--- config.mk ---
export PLATFORM = sky130hd
export DESIGN_NAME = calendar_date_counter
export DESIGN_NICKNAME = d
export VERILOG_FILES = /design/src/sv/caldc_pkg.sv /design/src/sv/caldc_step.sv /design/src/sv/calendar_date_counter.sv
export SDC_FILE = /design/constraint.sdc
export NUM_CORES = 1
export LEC_CHECK = 0
export BUFFER_PORTS_ARGS = -buffer_cell sky130_fd_sc_hd__buf_4
export CAP_MARGIN = 20
export CORE_ASPECT_RATIO = 1.75
export CORE_UTILIZATION = 63
export CTS_CLUSTER_SIZE = 12
export DETAILED_ROUTE_END_ITERATION = 10
export PLACE_DENSITY = 0.87
export SETUP_SLACK_MARGIN = 0.3
export SLEW_MARGIN = 15
export SYNTH_ARGS = -nofsm -noshare
export SYNTH_HDL_FRONTEND = slang
export SYNTH_SLANG_ARGS = --single-unit
--- constraint.sdc ---
create_clock -name i_clk -period 18.2 [get_ports i_clk]
set_clock_uncertainty 0.2 [all_clocks]
set_input_delay 3.64 -clock i_clk [delete_from_list [all_inputs] [get_ports i_clk]]
set_output_delay 3.64 -clock i_clk [all_outputs]
set_load 0.05 [all_outputs]
--- src/sv/caldc_pkg.sv ---
// ----------------------------------------------------------------------------
// caldc_pkg
// Shared types, constants and calendar functions for the date counter.
// ----------------------------------------------------------------------------
package caldc_pkg;

    // widths of the year register and of the day count
    localparam int YEAR_BITS  = 12;
    localparam int COUNT_BITS = 16;

    // limits applied by a set command
    localparam logic [YEAR_BITS-1:0] YEAR_LOW  = YEAR_BITS'(1900);
    localparam logic [YEAR_BITS-1:0] YEAR_HIGH = YEAR_BITS'(2100);

    // modular inverse of 25 modulo 2^16, truncated to the year width
    localparam logic [15:0]          INV25_FULL = 16'd23593;
    localparam logic [YEAR_BITS-1:0] INV25      = INV25_FULL[YEAR_BITS-1:0];
    // largest product that marks a multiple of 25
    localparam logic [YEAR_BITS-1:0] LIM25      = YEAR_BITS'(((1 << YEAR_BITS) - 1) / 25);

    // month numbers
    localparam logic [3:0] MONTH_JAN = 4'd1;
    localparam logic [3:0] MONTH_FEB = 4'd2;
    localparam logic [3:0] MONTH_DEC = 4'd12;

    // command codes
    typedef enum logic [1:0] {
        OP_SET  = 2'd0,
        OP_FWD  = 2'd1,
        OP_BACK = 2'd2
    } t_op;

    // one calendar date
    typedef struct packed {
        logic [YEAR_BITS-1:0] year;
        logic [3:0]           month;
        logic [4:0]           day;
    } t_date;

    // month lengths in a common year
    function automatic logic [4:0] month_len(input logic [3:0] month);
        logic [4:0] len;
        case (month)
            4'd1:    len = 5'd31;
            4'd2:    len = 5'd28;
            4'd3:    len = 5'd31;
            4'd4:    len = 5'd30;
            4'd5:    len = 5'd31;
            4'd6:    len = 5'd30;
            4'd7:    len = 5'd31;
            4'd8:    len = 5'd31;
            4'd9:    len = 5'd30;
            4'd10:   len = 5'd31;
            4'd11:   len = 5'd30;
            4'd12:   len = 5'd31;
            default: len = 5'd31;
        endcase
        return len;
    endfunction

    // leap year: multiple of 4, and not of 100 unless of 400
    // multiple of 25 found by multiplying with the inverse of 25
    function automatic logic is_leap(input logic [YEAR_BITS-1:0] year);
        logic [2*YEAR_BITS-1:0] prod;
        logic                   div25;
        prod  = {{YEAR_BITS{1'b0}}, year} * {{YEAR_BITS{1'b0}}, INV25};
        div25 = (prod[YEAR_BITS-1:0] <= LIM25);
        return (year[1:0] == 2'd0) && (!div25 || (year[3:0] == 4'd0));
    endfunction

    // days in a month of a given year
    function automatic logic [4:0] days_in(input logic [3:0] month,
                                           input logic [YEAR_BITS-1:0] year);
        logic [4:0] len;
        if ((month == MONTH_FEB) && is_leap(year)) begin
            len = 5'd29;
        end else begin
            len = month_len(month);
        end
        return len;
    endfunction

endpackage

--- src/sv/caldc_step.sv ---
// ----------------------------------------------------------------------------
// caldc_step
// One-day step unit: moves a date one day forward or one day back.
// ----------------------------------------------------------------------------
module caldc_step (
    input  caldc_pkg::t_date i_date,
    input  logic             i_back,
    output caldc_pkg::t_date o_date
);

    logic [4:0] w_len_cur;
    logic [4:0] w_len_prev;
    logic [3:0] w_prev_month;

    // month lengths needed by either direction
    assign w_prev_month = i_date.month - 4'd1;
    assign w_len_cur    = caldc_pkg::days_in(i_date.month, i_date.year);
    assign w_len_prev   = caldc_pkg::days_in(w_prev_month, i_date.year);

    // next date
    always_comb begin
        o_date = i_date;
        if (!i_back) begin
            if (i_date.day < w_len_cur) begin
                o_date.day = i_date.day + 5'd1;
            end else if (i_date.month < caldc_pkg::MONTH_DEC) begin
                o_date.month = i_date.month + 4'd1;
                o_date.day   = 5'd1;
            end else begin
                o_date.year  = i_date.year + caldc_pkg::YEAR_BITS'(1);
                o_date.month = caldc_pkg::MONTH_JAN;
                o_date.day   = 5'd1;
            end
        end else begin
            if (i_date.day > 5'd1) begin
                o_date.day = i_date.day - 5'd1;
            end else if (i_date.month > caldc_pkg::MONTH_JAN) begin
                o_date.month = w_prev_month;
                o_date.day   = w_len_prev;
            end else begin
                o_date.year  = i_date.year - caldc_pkg::YEAR_BITS'(1);
                o_date.month = caldc_pkg::MONTH_DEC;
                o_date.day   = caldc_pkg::month_len(caldc_pkg::MONTH_DEC);
            end
        end
    end

endmodule

--- src/sv/calendar_date_counter.sv ---
// ----------------------------------------------------------------------------
// calendar_date_counter
// Gregorian date counter with set, move forward and move back commands.
// ----------------------------------------------------------------------------
// A command is taken when start is high and busy is low. A set command, an
// unused code or a move of zero days passes once through the step state, and
// the result is registered as it leaves; a move of day_count days first takes
// day_count steps, as the single one-day step unit moves one day each cycle.
// busy stays high until the result appears. The result is shown for exactly
// one cycle with o_valid high and cannot be held off, so the receiver must
// take it in that cycle; the next command may be taken in that same cycle.
// Each result gives the date before and the date after the command.
module calendar_date_counter (
    input  logic                                i_clk,
    input  logic                                i_rst_n,
    input  logic                                start,
    output logic                                busy,
    input  logic [1:0]                          i_operation,
    input  logic [3:0]                          i_new_month,
    input  logic [4:0]                          i_new_day,
    input  logic [11:0]                         i_new_year,
    input  logic [caldc_pkg::COUNT_BITS-1:0]    i_day_count,
    output logic                                o_valid,
    output logic [4:0]                          o_prior_day,
    output logic [3:0]                          o_prior_month,
    output logic [caldc_pkg::YEAR_BITS-1:0]     o_prior_year,
    output logic [4:0]                          o_cur_day,
    output logic [3:0]                          o_cur_month,
    output logic [caldc_pkg::YEAR_BITS-1:0]     o_cur_year
);

    typedef enum logic [1:0] {
        ST_IDLE = 2'b01,
        ST_STEP = 2'b10
    } t_state;

    t_state                           r_state, n_state;
    caldc_pkg::t_date                 r_date,  n_date;
    caldc_pkg::t_date                 r_prior, n_prior;
    logic [caldc_pkg::COUNT_BITS-1:0] r_count, n_count;
    logic                             r_back,  n_back;
    logic                             r_valid, n_valid;

    caldc_pkg::t_date                 w_step_date;
    caldc_pkg::t_date                 w_set_date;
    logic                             w_accept;
    logic [caldc_pkg::YEAR_BITS-1:0]  w_new_year;
    logic [4:0]                       w_set_len;

    // shared one-day step unit
    caldc_step u_step (
        .i_date (r_date),
        .i_back (r_back),
        .o_date (w_step_date)
    );

    assign w_accept   = start && !busy;
    assign w_new_year = caldc_pkg::YEAR_BITS'(i_new_year);

    // checked date for a set command
    always_comb begin
        if ((i_new_month >= caldc_pkg::MONTH_JAN) && (i_new_month <= caldc_pkg::MONTH_DEC)) begin
            w_set_date.month = i_new_month;
        end else begin
            w_set_date.month = caldc_pkg::MONTH_JAN;
        end
        if ((w_new_year >= caldc_pkg::YEAR_LOW) && (w_new_year <= caldc_pkg::YEAR_HIGH)) begin
            w_set_date.year = w_new_year;
        end else begin
            w_set_date.year = caldc_pkg::YEAR_LOW;
        end
        w_set_len = caldc_pkg::days_in(w_set_date.month, w_set_date.year);
        if ((i_new_day >= 5'd1) && (i_new_day <= w_set_len)) begin
            w_set_date.day = i_new_day;
        end else begin
            w_set_date.day = 5'd1;
        end
    end

    // sequencer
    always_comb begin
        n_state = r_state;
        n_date  = r_date;
        n_prior = r_prior;
        n_count = r_count;
        n_back  = r_back;
        n_valid = 1'b0;
        case (r_state)
            ST_IDLE: begin
                if (w_accept) begin
                    n_prior = r_date;
                    n_state = ST_STEP;
                    n_count = '0;
                    case (i_operation)
                        caldc_pkg::OP_SET: begin
                            n_date = w_set_date;
                        end
                        caldc_pkg::OP_FWD: begin
                            n_count = i_day_count;
                            n_back  = 1'b0;
                        end
                        caldc_pkg::OP_BACK: begin
                            n_count = i_day_count;
                            n_back  = 1'b1;
                        end
                        default: begin
                            n_count = '0;
                        end
                    endcase
                end
            end
            ST_STEP: begin
                if (r_count == '0) begin
                    n_valid = 1'b1;
                    n_state = ST_IDLE;
                end else begin
                    n_date  = w_step_date;
                    n_count = r_count - caldc_pkg::COUNT_BITS'(1);
                end
            end
            default: begin
                n_state = ST_IDLE;
            end
        endcase
    end

    // control registers
    always_ff @(posedge i_clk) begin
        if (!i_rst_n) begin
            r_state <= ST_IDLE;
            r_valid <= 1'b0;
            r_date  <= '{year: caldc_pkg::YEAR_LOW, month: caldc_pkg::MONTH_JAN, day: 5'd1};
        end else begin
            r_state <= n_state;
            r_valid <= n_valid;
            r_date  <= n_date;
        end
    end

    // working registers
    always_ff @(posedge i_clk) begin
        r_prior <= n_prior;
        r_count <= n_count;
        r_back  <= n_back;
    end

    // outputs
    assign busy          = (r_state != ST_IDLE);
    assign o_valid       = r_valid;
    assign o_prior_day   = r_prior.day;
    assign o_prior_month = r_prior.month;
    assign o_prior_year  = r_prior.year;
    assign o_cur_day     = r_date.day;
    assign o_cur_month   = r_date.month;
    assign o_cur_year    = r_date.year;

endmodule
# == After elaboration in Yosys (flattened, before gate mapping) ==
# Memory sizes are Yosys's and may differ from the RTL's. A register that Yosys moved wholly into a read port is not among the register bits.
# Cells that the tools add are included.
# word_totals
n_memories,3
out_inout_bits,44
wordCells,111
mem_bits_ro,96
inputBits,42
regBits,62
# op_classes
order_cmp,12
reduce_logical,31
eq_ne,16
add_sub_neg,7
mul,2
mux,30
# mem_list
name,depth,word_bits,read_ports,rd_clocked_by_memory_dff,wr,line_no,text
(name not given),16,2,1,0,0,caldc_pkg.sv:43,case (month)
(name not given),16,2,1,0,0,caldc_pkg.sv:43,
(name not given),16,2,1,1,0,caldc_pkg.sv:43,
# op_table
operator,count
2-to-1 mux 21 bit,4
2-to-1 mux 16 bit,5
one-hot mux 21 bit (2 select lines),1
2-to-1 mux 12 bit,3
one-hot mux 16 bit (2 select lines),1
2-to-1 mux 5 bit,6
<= comparator 12 x 8 -> 1 bit (second input constant),2
multiplier 12 x 11 -> 12 bit (second input constant),2
2-to-1 mux 9 bit,2
zero test 16 bit,1
subtractor 16 x 1 -> 16 bit (second input constant),1
adder 12 x 1 -> 12 bit (second input constant),1
== test 4 x 2 -> 1 bit (second input constant),3
greater-or-equal comparator 12 x 11 -> 1 bit (second input constant),1
<= comparator 12 bit (second input constant),1
2-to-1 mux 4 bit,3
!= test 3 bit (second input constant),4
subtractor 12 x 1 -> 12 bit (second input constant),1
logical AND 1 bit,9
zero test 4 bit,2
AND reduction 8 bit,1
zero test 2 bit,3
!= test 2 bit (second input constant),3
AND reduction 2 bit,3
26 further kinds,35

# == Logic depth before layout (Yosys ltp) ==
# Gate-level depths: netlist of the first run.
# depth
ltp_word,18
ltp_mapped,30
depth_no_buf,30

# == Modules after synthesis ==
# From an unflattened synthesis of the first run, not the netlist that was laid out.
# unflattened
cells_unflattened,629
hier_area_um2,5661.7
# by_module_without_submodules
module,instances,cells_each,area_per_inst_um2,seq_area_each_um2
calendar_date_counter,1,367,3718.6,1621.6
caldc_step,1,262,1943.1,0.0

# == Worst setup path before layout of the first run ==
# No wires, ideal clock.
# synth_path
path_type,input to register
from,in i_new_year[0]
to,reg r_date (netlist bit o_cur_day[0])
path_buffers,0
arrival_time_ns,8.156
t_required_ns,17.859
stages,25
path_slack_ns,9.703
setup_time_ns,0.141
path_cell_list,o21a_1 > o211ai_1 > and4_1 > inv_1 > nand2_1 > nand2b_1 > ha_1 > inv_1 > fa_1 > inv_1 > ha_1 > ha_1 > a21o_1 > a21o_1 > a21o_1 > a21oi_1 > xnor2_1 > nor4_1 > nor3_1 > ha_1 > a211oi_1 > nor2_1 > a211oi_1 > a221oi_1 > o211ai_1
# synth_between
elab_chain_cells,16
word_cells_on_any_way,19
cone_classes,mul (1); order compare (4); mux (6); reduce/logical (8)
# synth_rtl
element,line_no,text
from (decl),calendar_date_counter.sv:21,"input logic [11:0] i_new_year,"
greater-or-equal comparator 12 x 11 -> 1 bit or <= comparator 12 bit (tied branches),calendar_date_counter.sv:67,if ((w_new_year >= caldc_pkg::YEAR_LOW) && (w_new_year <= caldc_pkg::YEAR_HIGH)) begin
logical AND 1 bit,calendar_date_counter.sv:67,
2-to-1 mux 12 bit *,calendar_date_counter.sv:67,
multiplier 12 x 11 -> 12 bit,caldc_pkg.sv:66,"prod = {{YEAR_BITS{1'b0}}, year} * {{YEAR_BITS{1'b0}}, INV25};"
<= comparator 12 x 8 -> 1 bit,caldc_pkg.sv:67,div25 = (prod[YEAR_BITS-1:0] <= LIM25);
zero test 1 bit,caldc_pkg.sv:68,return (year[1:0] == 2'd0) && (!div25 || (year[3:0] == 4'd0));
logical OR 1 bit,caldc_pkg.sv:68,
logical AND 1 bit *,caldc_pkg.sv:68,
logical AND 1 bit *,caldc_pkg.sv:75,if ((month == MONTH_FEB) && is_leap(year)) begin
2-to-1 mux 5 bit *,caldc_pkg.sv:75,
<= comparator 5 bit *,calendar_date_counter.sv:73,if ((i_new_day >= 5'd1) && (i_new_day <= w_set_len)) begin
logical AND 1 bit *,calendar_date_counter.sv:73,
2-to-1 mux 5 bit *,calendar_date_counter.sv:73,
2-to-1 mux 21 bit *,calendar_date_counter.sv:94,case (i_operation)
2-to-1 mux 21 bit *,calendar_date_counter.sv:90,if (w_accept) begin
one-hot mux 21 bit (2 select lines) *,calendar_date_counter.sv:88,case (r_state)
to (signal assigned),calendar_date_counter.sv:132,"r_date <= '{year: caldc_pkg::YEAR_LOW, month: caldc_pkg::MONTH_JAN, day: 5'd1};"
to (signal assigned),calendar_date_counter.sv:136,r_date <= n_date;
to (decl),calendar_date_counter.sv:38,"caldc_pkg::t_date r_date, n_date;"
# Mark *: on every way between the ends. The rest lies on a longest branch, timed or not. The select of a mux whose other input is x is not followed.
# A chain may end at the register's enable or synchronous reset.

# == Worst setup path after layout of the first run ==
# layout_path
from,in i_new_year[1]
to,reg r_date (netlist bit o_cur_day[0])
# The elaborated chain is that of the path after synthesis.

==> PnR_summary.wiki, run 1 <==
{| class="wikitable"
! Metric !! Value
|-
| Outcome || finished with violations
|-
| Failing checks || design-rule violations
|-
| Simple logic cell fraction of the synthesized area || 16.0%
|-
| Final worst-path cycle share || 49.7%
|-
| GRT Util Overall || 33.8%
|-
| Largest cells by area after synthesis || edfxtp_1 (20%), ha_1 (16%), dfxtp_1 (9.3%), inv_1 (4.7%), fa_1 (4.7%)
|-
| Instance count after placement with tap cells included || 820
|-
| Combinational family with the most area after synthesis || adder cells
|-
| Family with the most delay on the worst path || compound AO/OA/AOI/OAI gates
|-
| Required time worst endpoint || 18.20 ns
|-
| Post-Synthesis Net Count || 762
|-
| Area taken by multi-input logic gates || 0.00355 mm^2
|-
| Final weighted congestion of routability-driven global placement || 0.941
|-
| Area fraction in compound gates after synthesis || 19.3%
|-
| Instance count on the critical path || 30
|-
| Unrepaired setup endpoints after global routing || no
|-
| P_leak || 2.87 nW
|-
| Total of flip-flops plus latches after synthesis || 64
|-
| Antenna diode count || 0
|-
| Worst flop-to-flop path startpoint || o_cur_year[0]
|-
| Arrival @ worst endpoint || 9.04 ns
|-
| DIE AREA || 0.00924 mm^2
|-
| Worst min path class || reg2reg
|-
| Post-route insts no fill || 836
|-
| Net total in the final layout || 841
|-
| Clock H-tree levels || 3
|-
| Total iterations of the first detailed-routing run || 9
|-
| Commonest register cell after synthesis || edfxtp_1
|-
| Biggest area consumer among synthesized cells || edfxtp_1
|-
| Worst-case reg-to-reg path depth || 17
|-
| Crit-path slowest cell || fa_1
|-
| Cell chosen for the clock root || clkbuf_16
|-
| Max frequency || 111 MHz
|-
| Clock buffers created by TritonCTS || 9
|-
| Die boundary width || 73.1 um
|-
| Pwr/cell area || 101 mW/mm^2
|-
| Routed length per placed instance || 17.7 um
|-
| Min-Delay Endpoint || o_prior_year[10]
|-
| Remaining DRCs || 1
|-
| Critical path's largest stage delay || 0.47 ns
|-
| Kind of launch point of the worst setup path || input port
|-
| Clock latency on the worst-skew pair || 0.35 ns
|-
| Max-cap violations || 0
|-
| Area share of fa/ha/maj cells after synthesis || 20.8%
|-
| Initial Util || 64.7%
|-
| Most frequent standard cell in the layout excluding fill and tap cells || buf_4
|-
| Core area || 0.00861 mm^2
|-
| Clock transition at the registers of the reported paths || 0.06 ns
|-
| Number of enable-type register cells in the synthesized netlist || 38
|-
| Placed wire-length estimate || 11,000 um
|-
| Final setup violation count || 0
|-
| Average size of a mapped cell || 8.77 um^2
|-
| Gate count of the mapped netlist || 635
|-
| Multiplexer fraction of the synthesized cell area || 1.08%
|-
| Post-CTS Hold Buffers || 0
|-
| Seq. cell area || 0.00166 mm^2
|-
| Fillers || 624
|-
| Slew Limit Fails || 0
|-
| Total Negative Setup Slacks || 0 ns
|-
| Vias per cell || 6.14
|-
| Minimum period implied by the final worst setup slack || 9.04 ns
|-
| # IOs || 86
|-
| Vias in the first global route || 5,302
|-
| Area share of the largest cell type after synthesis || 20.5%
|-
| Proportion of synthesized chip area in sequential cells || 29.8%
|-
| Endpoint type of the worst setup path || flip-flop
|-
| Layout cell share with drive strength beyond 1 || 15.7%
|-
| Commonest non-fill, non-tap cells in the layout || buf_4 (87), ha_1 (72), inv_1 (70)
|-
| Worst supply voltage drop on vdd || 0.0752 mV
|-
| Count of standard-cell rows || 45
|-
| Max-Slew Margin vs Limit || 27.5%
|-
| Endpoint of the worst-slack reg-to-reg timing path || o_cur_year[10]
|-
| Fraction of synthesized cell area in xor and xnor cells || 6.45%
|-
| Resized Gates After CTS || 0
|-
| Max clock buf depth || 2
|-
| Antenna Violating Nets Remaining || 0
|-
| Reg2Reg Setup Slack || 12.48 ns
|-
| Number of antenna violations at the first check in global routing || 0
|-
| Yosys Warn Count || 0
|-
| Final hold viol count || 0
|-
| Area growth, synth to finish || 17.6%
|-
| Worst hold path startpoint || o_cur_year[10]
|-
| Global-route wire length before repair || 24,100 um
|-
| Count of cell types in the netlist || 60
|-
| Share of synthesized registers carrying an async set or reset || 0%
|-
| Total via count after detailed routing || 5,132
|-
| Measured slew at the worst slew-check pin || 1.09 ns
|-
| Aggregate global routing overflow || 0
|-
| DIE HEIGHT || 126 um
|-
| Setup fix buffers added after clock tree synthesis || 0
|-
| Number of cells on the worst hold path || 0
|-
| Maximum fanout count along the critical path || 10
|-
| Critical path type || in2reg
|-
| Detailed Route Iter0 Violations || 458
|-
| Clock sink total || 64
|-
| IO buf count || 85
|-
| Final routed wirelength across all metal layers || 14,800 um
|-
| Maximum number of pins on one net before global-route repair || 34
|-
| Total buffers and inverters traversed by the critical path || 5
|-
| Post-Synthesis Cell Area || 0.00557 mm^2
|-
| TritonCTS clock tree || yes
|}
## metal layers
metal  track usage, %  wire (um)  vias up
met5                0          0        -
met4             20.4        653        0
met3             6.35        782       65
met2             61.2       8080      220
met1             34.7       5280     2426
li1                 -          -     2421
## kinds of logic after synthesis
group,after synthesis
compound gates,167
xor+xnor,41
fa+ha+maj,85
buf+inv,91
flops,64
mux,6
simple gates,181
## per-stage QoR
stage                     hold slack (ns)  util, %  cell area, um^2  setup slack (ns)  power (mW)
after floorplan                     0.253        -             5570              9.70       0.418
after global placement              0.262     72.9             6280              9.26       0.479
after detailed placement            0.287     72.9             6280              8.94       0.496
after global routing                0.307     76.1             6550              8.74       0.694
after CTS                           0.307     76.1             6550              9.29       0.657
final                               0.313     76.1             6550              9.16       0.659
## power breakdown
part / switching, mW / internal [mW]
combinational: 0.182 / 0.119
sequential: 0.0242 / 0.174
clock: 0.0671 / 0.0919
total: 0.274 / 0.385
## synthesized netlist by cell type, drive strengths merged, types with 2 or more instances
| library cell | count |
|---|---|
| inv | 70 |
| o31a | 2 |
| o21a | 4 |
| or3 | 2 |
| mux2i | 6 |
| a31oi | 9 |
| nand4 | 3 |
| o21ai | 45 |
| or4 | 3 |
| a21oi | 40 |
| o31ai | 5 |
| and2 | 4 |
| xnor2 | 26 |
| a211oi | 10 |
| nand3b | 3 |
| o2111ai | 2 |
| nand2 | 57 |
| ha | 72 |
| nand3 | 12 |
| o211ai | 15 |
| a221oi | 3 |
| a21o | 11 |
| o21bai | 2 |
| edfxtp | 38 |
| xor2 | 15 |
| clkbuf | 12 |
| o311ai | 2 |
| nand2b | 13 |
| nor2 | 42 |
| a22oi | 2 |
| o22ai | 4 |
| nor3 | 15 |
| nor4 | 6 |
| dfxtp | 26 |
| buf | 7 |
| nor2b | 11 |
| fa | 13 |
| clkinv | 2 |
| and3 | 6 |
## how the worst max path moves through the flow
| stage | from | endpoint |
|---|---|---|
| 2_1_floorplan | i_new_year[0] | o_cur_day[0] |
| 3_3_place_gp | i_new_year[1] | o_cur_day[0] |
| 3_5_place_dp | i_new_year[1] | o_cur_day[0] |
| 4_1_cts | i_new_year[1] | o_cur_day[0] |
| 5_1_grt | i_new_year[1] | o_cur_day[0] |
| 6_report | i_new_year[1] | o_cur_day[0] |
## state kept, by name (all words and copies together) (netlist names), named ones only
| signal | flops |
|---|---|
| o_prior_day | 5 |
| o_cur_year | 12 |
| o_prior_month | 4 |
| o_cur_month | 4 |
| r_count | 16 |
| r_state | 2 |
| o_cur_day | 5 |
| r_back | 1 |
| o_prior_year | 12 |
| o_valid | 1 |
## cell type report
cell class,instances,area share (%)
clock buffers,9,3.44
inverters,72,4.12
repair buffers,87,9.97
well taps,117,2.23
multi-input cells,480,54.2
clock inverters,7,0.726
flip-flops and latches,64,25.4
Note: power is estimated with default switching activity, not from simulation.
==> inputs of run 2 (changes only) <==
- ABC_AREA: not set -> 1
- CORE_UTILIZATION: 63 -> 53
- PLACE_DENSITY: 0.87 -> 0.78
- clock period: 18.2 -> 8.3 ns (I/O delays scaled with it)
==> PnR_summary.wiki, run 2 <==
{| class="wikitable"
! Metric !! Value
|-
| Area taken by multi-input logic gates || 0.00352 mm^2 (was 0.00355 mm^2)
|-
| Total Negative Setup Slacks || 0 ns (unchanged)
|-
| Vias in the first global route || 5,397 (was 5,302)
|-
| DIE HEIGHT || 140 um (was 126 um)
|-
| Seq. cell area || 0.00166 mm^2 (unchanged)
|-
| Final setup violation count || 0 (unchanged)
|-
| Worst setup margin || 1.44 ns (was 9.16 ns)
|-
| Total cell area at the placement stage || 0.00654 mm^2 (was 0.00628 mm^2)
|-
| Maximum fanout count along the critical path || 7 (was 10)
|-
| IO buf count || 85 (unchanged)
|-
| Final hold viol count || 0 (unchanged)
|-
| Kind of launch point of the worst setup path || input port (unchanged)
|-
| Register with the highest flop count || r_count (unchanged)
|-
| Critical path's largest stage delay || 0.41 ns (was 0.47 ns)
|-
| Crit path from || i_new_year[6] (was i_new_year[1])
|-
| Worst flop-to-flop path startpoint || o_cur_year[5] (was o_cur_year[0])
|-
| Resized Gates After CTS || 0 (unchanged)
|-
| Antenna diode count || 0 (unchanged)
|-
| Clock latency on the worst-skew pair || 0.34 ns (was 0.35 ns)
|-
| Final worst-path cycle share || 82.6%
|-
| Required time worst endpoint || 8.33 ns (was 18.20 ns)
|-
| Worst hold path startpoint || o_cur_year[9] (was o_cur_year[10])
|-
| Share of synthesized registers carrying an async set or reset || 0% (unchanged)
|-
| Most repeated cell in the gate-level netlist after synthesis || nand2_1 (was ha_1)
|-
| Fillers || 907 (was 624)
|-
| Leading cell types by count after synthesis || nand2_1 (150), inv_1 (141), ha_1 (72) (was ha_1 (72), inv_1 (70), nand2_1 (57))
|-
| Post-Synthesis Cell Area || 0.00579 mm^2 (was 0.00557 mm^2)
|-
| Commonest non-fill, non-tap cells in the layout || nand2_1 (150), inv_1 (141), buf_4 (88) (was buf_4 (87), ha_1 (72), inv_1 (70))
|-
| Area growth, synth to finish || 18.0% (was 17.6%)
|-
| Instance count after placement with tap cells included || 965 (was 820)
|-
| Arrival @ worst endpoint || 6.89 ns (was 9.04 ns)
|-
| Biggest area consumer among synthesized cells || edfxtp_1 (unchanged)
|-
| Reg2Reg Setup Slack || 3.46 ns (was 12.48 ns)
|-
| Endpoint type of the worst setup path || flip-flop (unchanged)
|-
| Number of antenna violations at the first check in global routing || 0 (unchanged)
|-
| Placed wire-length estimate || 11,100 um (was 11,000 um)
|-
| Maximum number of pins on one net before global-route repair || 39 (was 34)
|-
| Clock sink total || 64 (unchanged)
|-
| Largest cells by area after synthesis || edfxtp_1 (20%), ha_1 (16%), nand2_1 (9.7%), inv_1 (9.1%), dfxtp_1 (9.0%) (was edfxtp_1 (20%), ha_1 (16%), dfxtp_1 (9.3%), inv_1 (4.7%), fa_1 (4.7%))
|-
| Critical path type || in2reg (unchanged)
|-
| Proportion of synthesized chip area in sequential cells || 28.7% (was 29.8%)
|-
| Vias per cell || 5.57 (was 6.14)
|-
| Commonest register cell after synthesis || edfxtp_1 (unchanged)
|-
| Max-cap violations || 0 (unchanged)
|-
| Post-Synthesis Net Count || 888 (was 762)
|-
| # IOs || 86 (unchanged)
|-
| Total via count after detailed routing || 5,460 (was 5,132)
|-
| Clock transition at the registers of the reported paths || 0.05 ns (was 0.06 ns)
|-
| Total of flip-flops plus latches after synthesis || 64 (unchanged)
|-
| Measured slew at the worst slew-check pin || 0.899 ns (was 1.09 ns)
|-
| Detailed Route Iter0 Violations || 339 (was 458)
|-
| Final weighted congestion of routability-driven global placement || 0.931 (was 0.941)
|-
| Max reg flops || 16 (unchanged)
|-
| Clock H-tree levels || 3 (unchanged)
|-
| Unrepaired setup endpoints after global routing || no (unchanged)
|-
| Gate count of the mapped netlist || 761 (was 635)
|-
| Net total in the final layout || 973 (was 841)
|-
| Dpl ws || 1.15 ns (was 8.94 ns)
|-
| Aggregate global routing overflow || 0 (unchanged)
|-
| Max clock buf depth || 2 (unchanged)
|-
| Area of all placed cells without fillers || 0.00683 mm^2 (was 0.00655 mm^2)
|-
| Most frequent standard cell in the layout excluding fill and tap cells || nand2_1 (was buf_4)
|-
| Area share of the largest cell type after synthesis || 19.7% (was 20.5%)
|-
| Post-CTS Hold Buffers || 0 (unchanged)
|-
| Outcome || completed (was finished with violations)
|-
| DIE AREA || 0.0114 mm^2 (was 0.00924 mm^2)
|-
| Slew Limit Fails || 0 (unchanged)
|-
| Die boundary width || 81.0 um (was 73.1 um)
|-
| Worst min path class || reg2reg (unchanged)
|-
| Remaining DRCs || 0 (was 1)
|-
| Antenna Violating Nets Remaining || 0 (unchanged)
|-
| Count of cell types in the netlist || 51 (was 60)
|-
| Routed length per placed instance || 14.5 um (was 17.7 um)
|-
| Final routed wirelength across all metal layers || 14,200 um (was 14,800 um)
|-
| Initial Util || 54.5% (was 64.7%)
|-
| Cell chosen for the clock root || clkbuf_16 (unchanged)
|-
| Crit-path slowest cell || fa_1 (unchanged)
|-
| Max-Slew Margin vs Limit || 40.0% (was 27.5%)
|-
| Post-route insts no fill || 981 (was 836)
|-
| Average size of a mapped cell || 7.61 um^2 (was 8.77 um^2)
|-
| Number of enable-type register cells in the synthesized netlist || 38 (unchanged)
|-
| Yosys Warn Count || 0 (unchanged)
|-
| GRT Util Overall || 26.6% (was 33.8%)
|-
| Global-route wire length before repair || 23,500 um (was 24,100 um)
|-
| TritonCTS clock tree || yes (unchanged)
|-
| Minimum period implied by the final worst setup slack || 6.86 ns
|-
| Layout cell share with drive strength beyond 1 || 15.7% (about the same)
|-
| Count of standard-cell rows || 50 (was 45)
|-
| Setup fix buffers added after clock tree synthesis || 0 (unchanged)
|-
| Total iterations of the first detailed-routing run || 6 (was 9)
|-
| Max frequency || 146 MHz
|-
| Clock buffers created by TritonCTS || 9 (unchanged)
|-
| Core area || 0.0106 mm^2 (was 0.00861 mm^2)
|}
[run 2: cell count changes in the layout (fill, tap and decap cells not counted), sizes merged, moves of 9 or more]
cell	previous run	this run
o21ai	45	56
xnor2	26	10
nand3	12	48
nand2b	13	0
inv	71	145
nand2	57	154
nor2	42	64
a21o	11	2
nor2b	11	0
[run 2: kinds of logic (layout without fill, tap and decap cells)]
kind of cell	count (synthesis)	after routing	synth area share, %
AND/OR/NAND/NOR	299	299	23.1
AO/OA/AOI/OAI	128	128	13.5
adder cells (fa/ha/maj)	85	85	20.0
flip-flops	64	64	28.7
XOR/XNOR	27	27	4.08
buffers and inverters	158	248	10.6
[run 2: metrics by stage]
| stage | hold slack, ns | utilization, % |
|---|---|---|
| finish | 0.323 | 64.2 |
| global route | 0.341 | 64.2 |
| CTS | 0.323 | 64.2 |
| detailed placement | 0.311 | 61.5 |
| global placement | 0.295 | 61.5 |
| floorplan | 0.281 | - |
[run 2: worst paths after layout]
path	to	cells past startpoint
max	o_cur_day[1]	32
min	o_prior_year[9]	0
max reg2reg	o_cur_year[8]	28
min reg2reg	o_prior_year[9]	0
[run 2: cell type report]
cell class / count / area share [%]
clock inverter: 5 / 0.842
timing repair buffer: 88 / 9.67
clock buffer: 11 / 3.41
sequential: 64 / 24.3
multi-input combinational: 539 / 51.5
inverter: 144 / 7.91
tap: 130 / 2.38
[run 2: critical path, delay by kind of cell]
family	cells	cell delay, ns
and+or+nand+nor	13	1.94
adders and majority gates	5	1.35
AOI/OAI and AO/OA	7	1.22
buffers and inverters	5	0.45
xor gates and xnor gates	2	0.26
[run 2: routing by layer]
metal  vias up  GRT usage [%]  wire (um)
met1      2547           26.5       5080
met2       170           49.4       7800
met5         -              0          0
li1       2686              -          -
met3        57           4.50        553
met4         0           16.0        783
Power of run 2 is left out: the tool's default activity adds up to more than one toggle a clock period on the data nets, which glitch-free logic cannot reach.
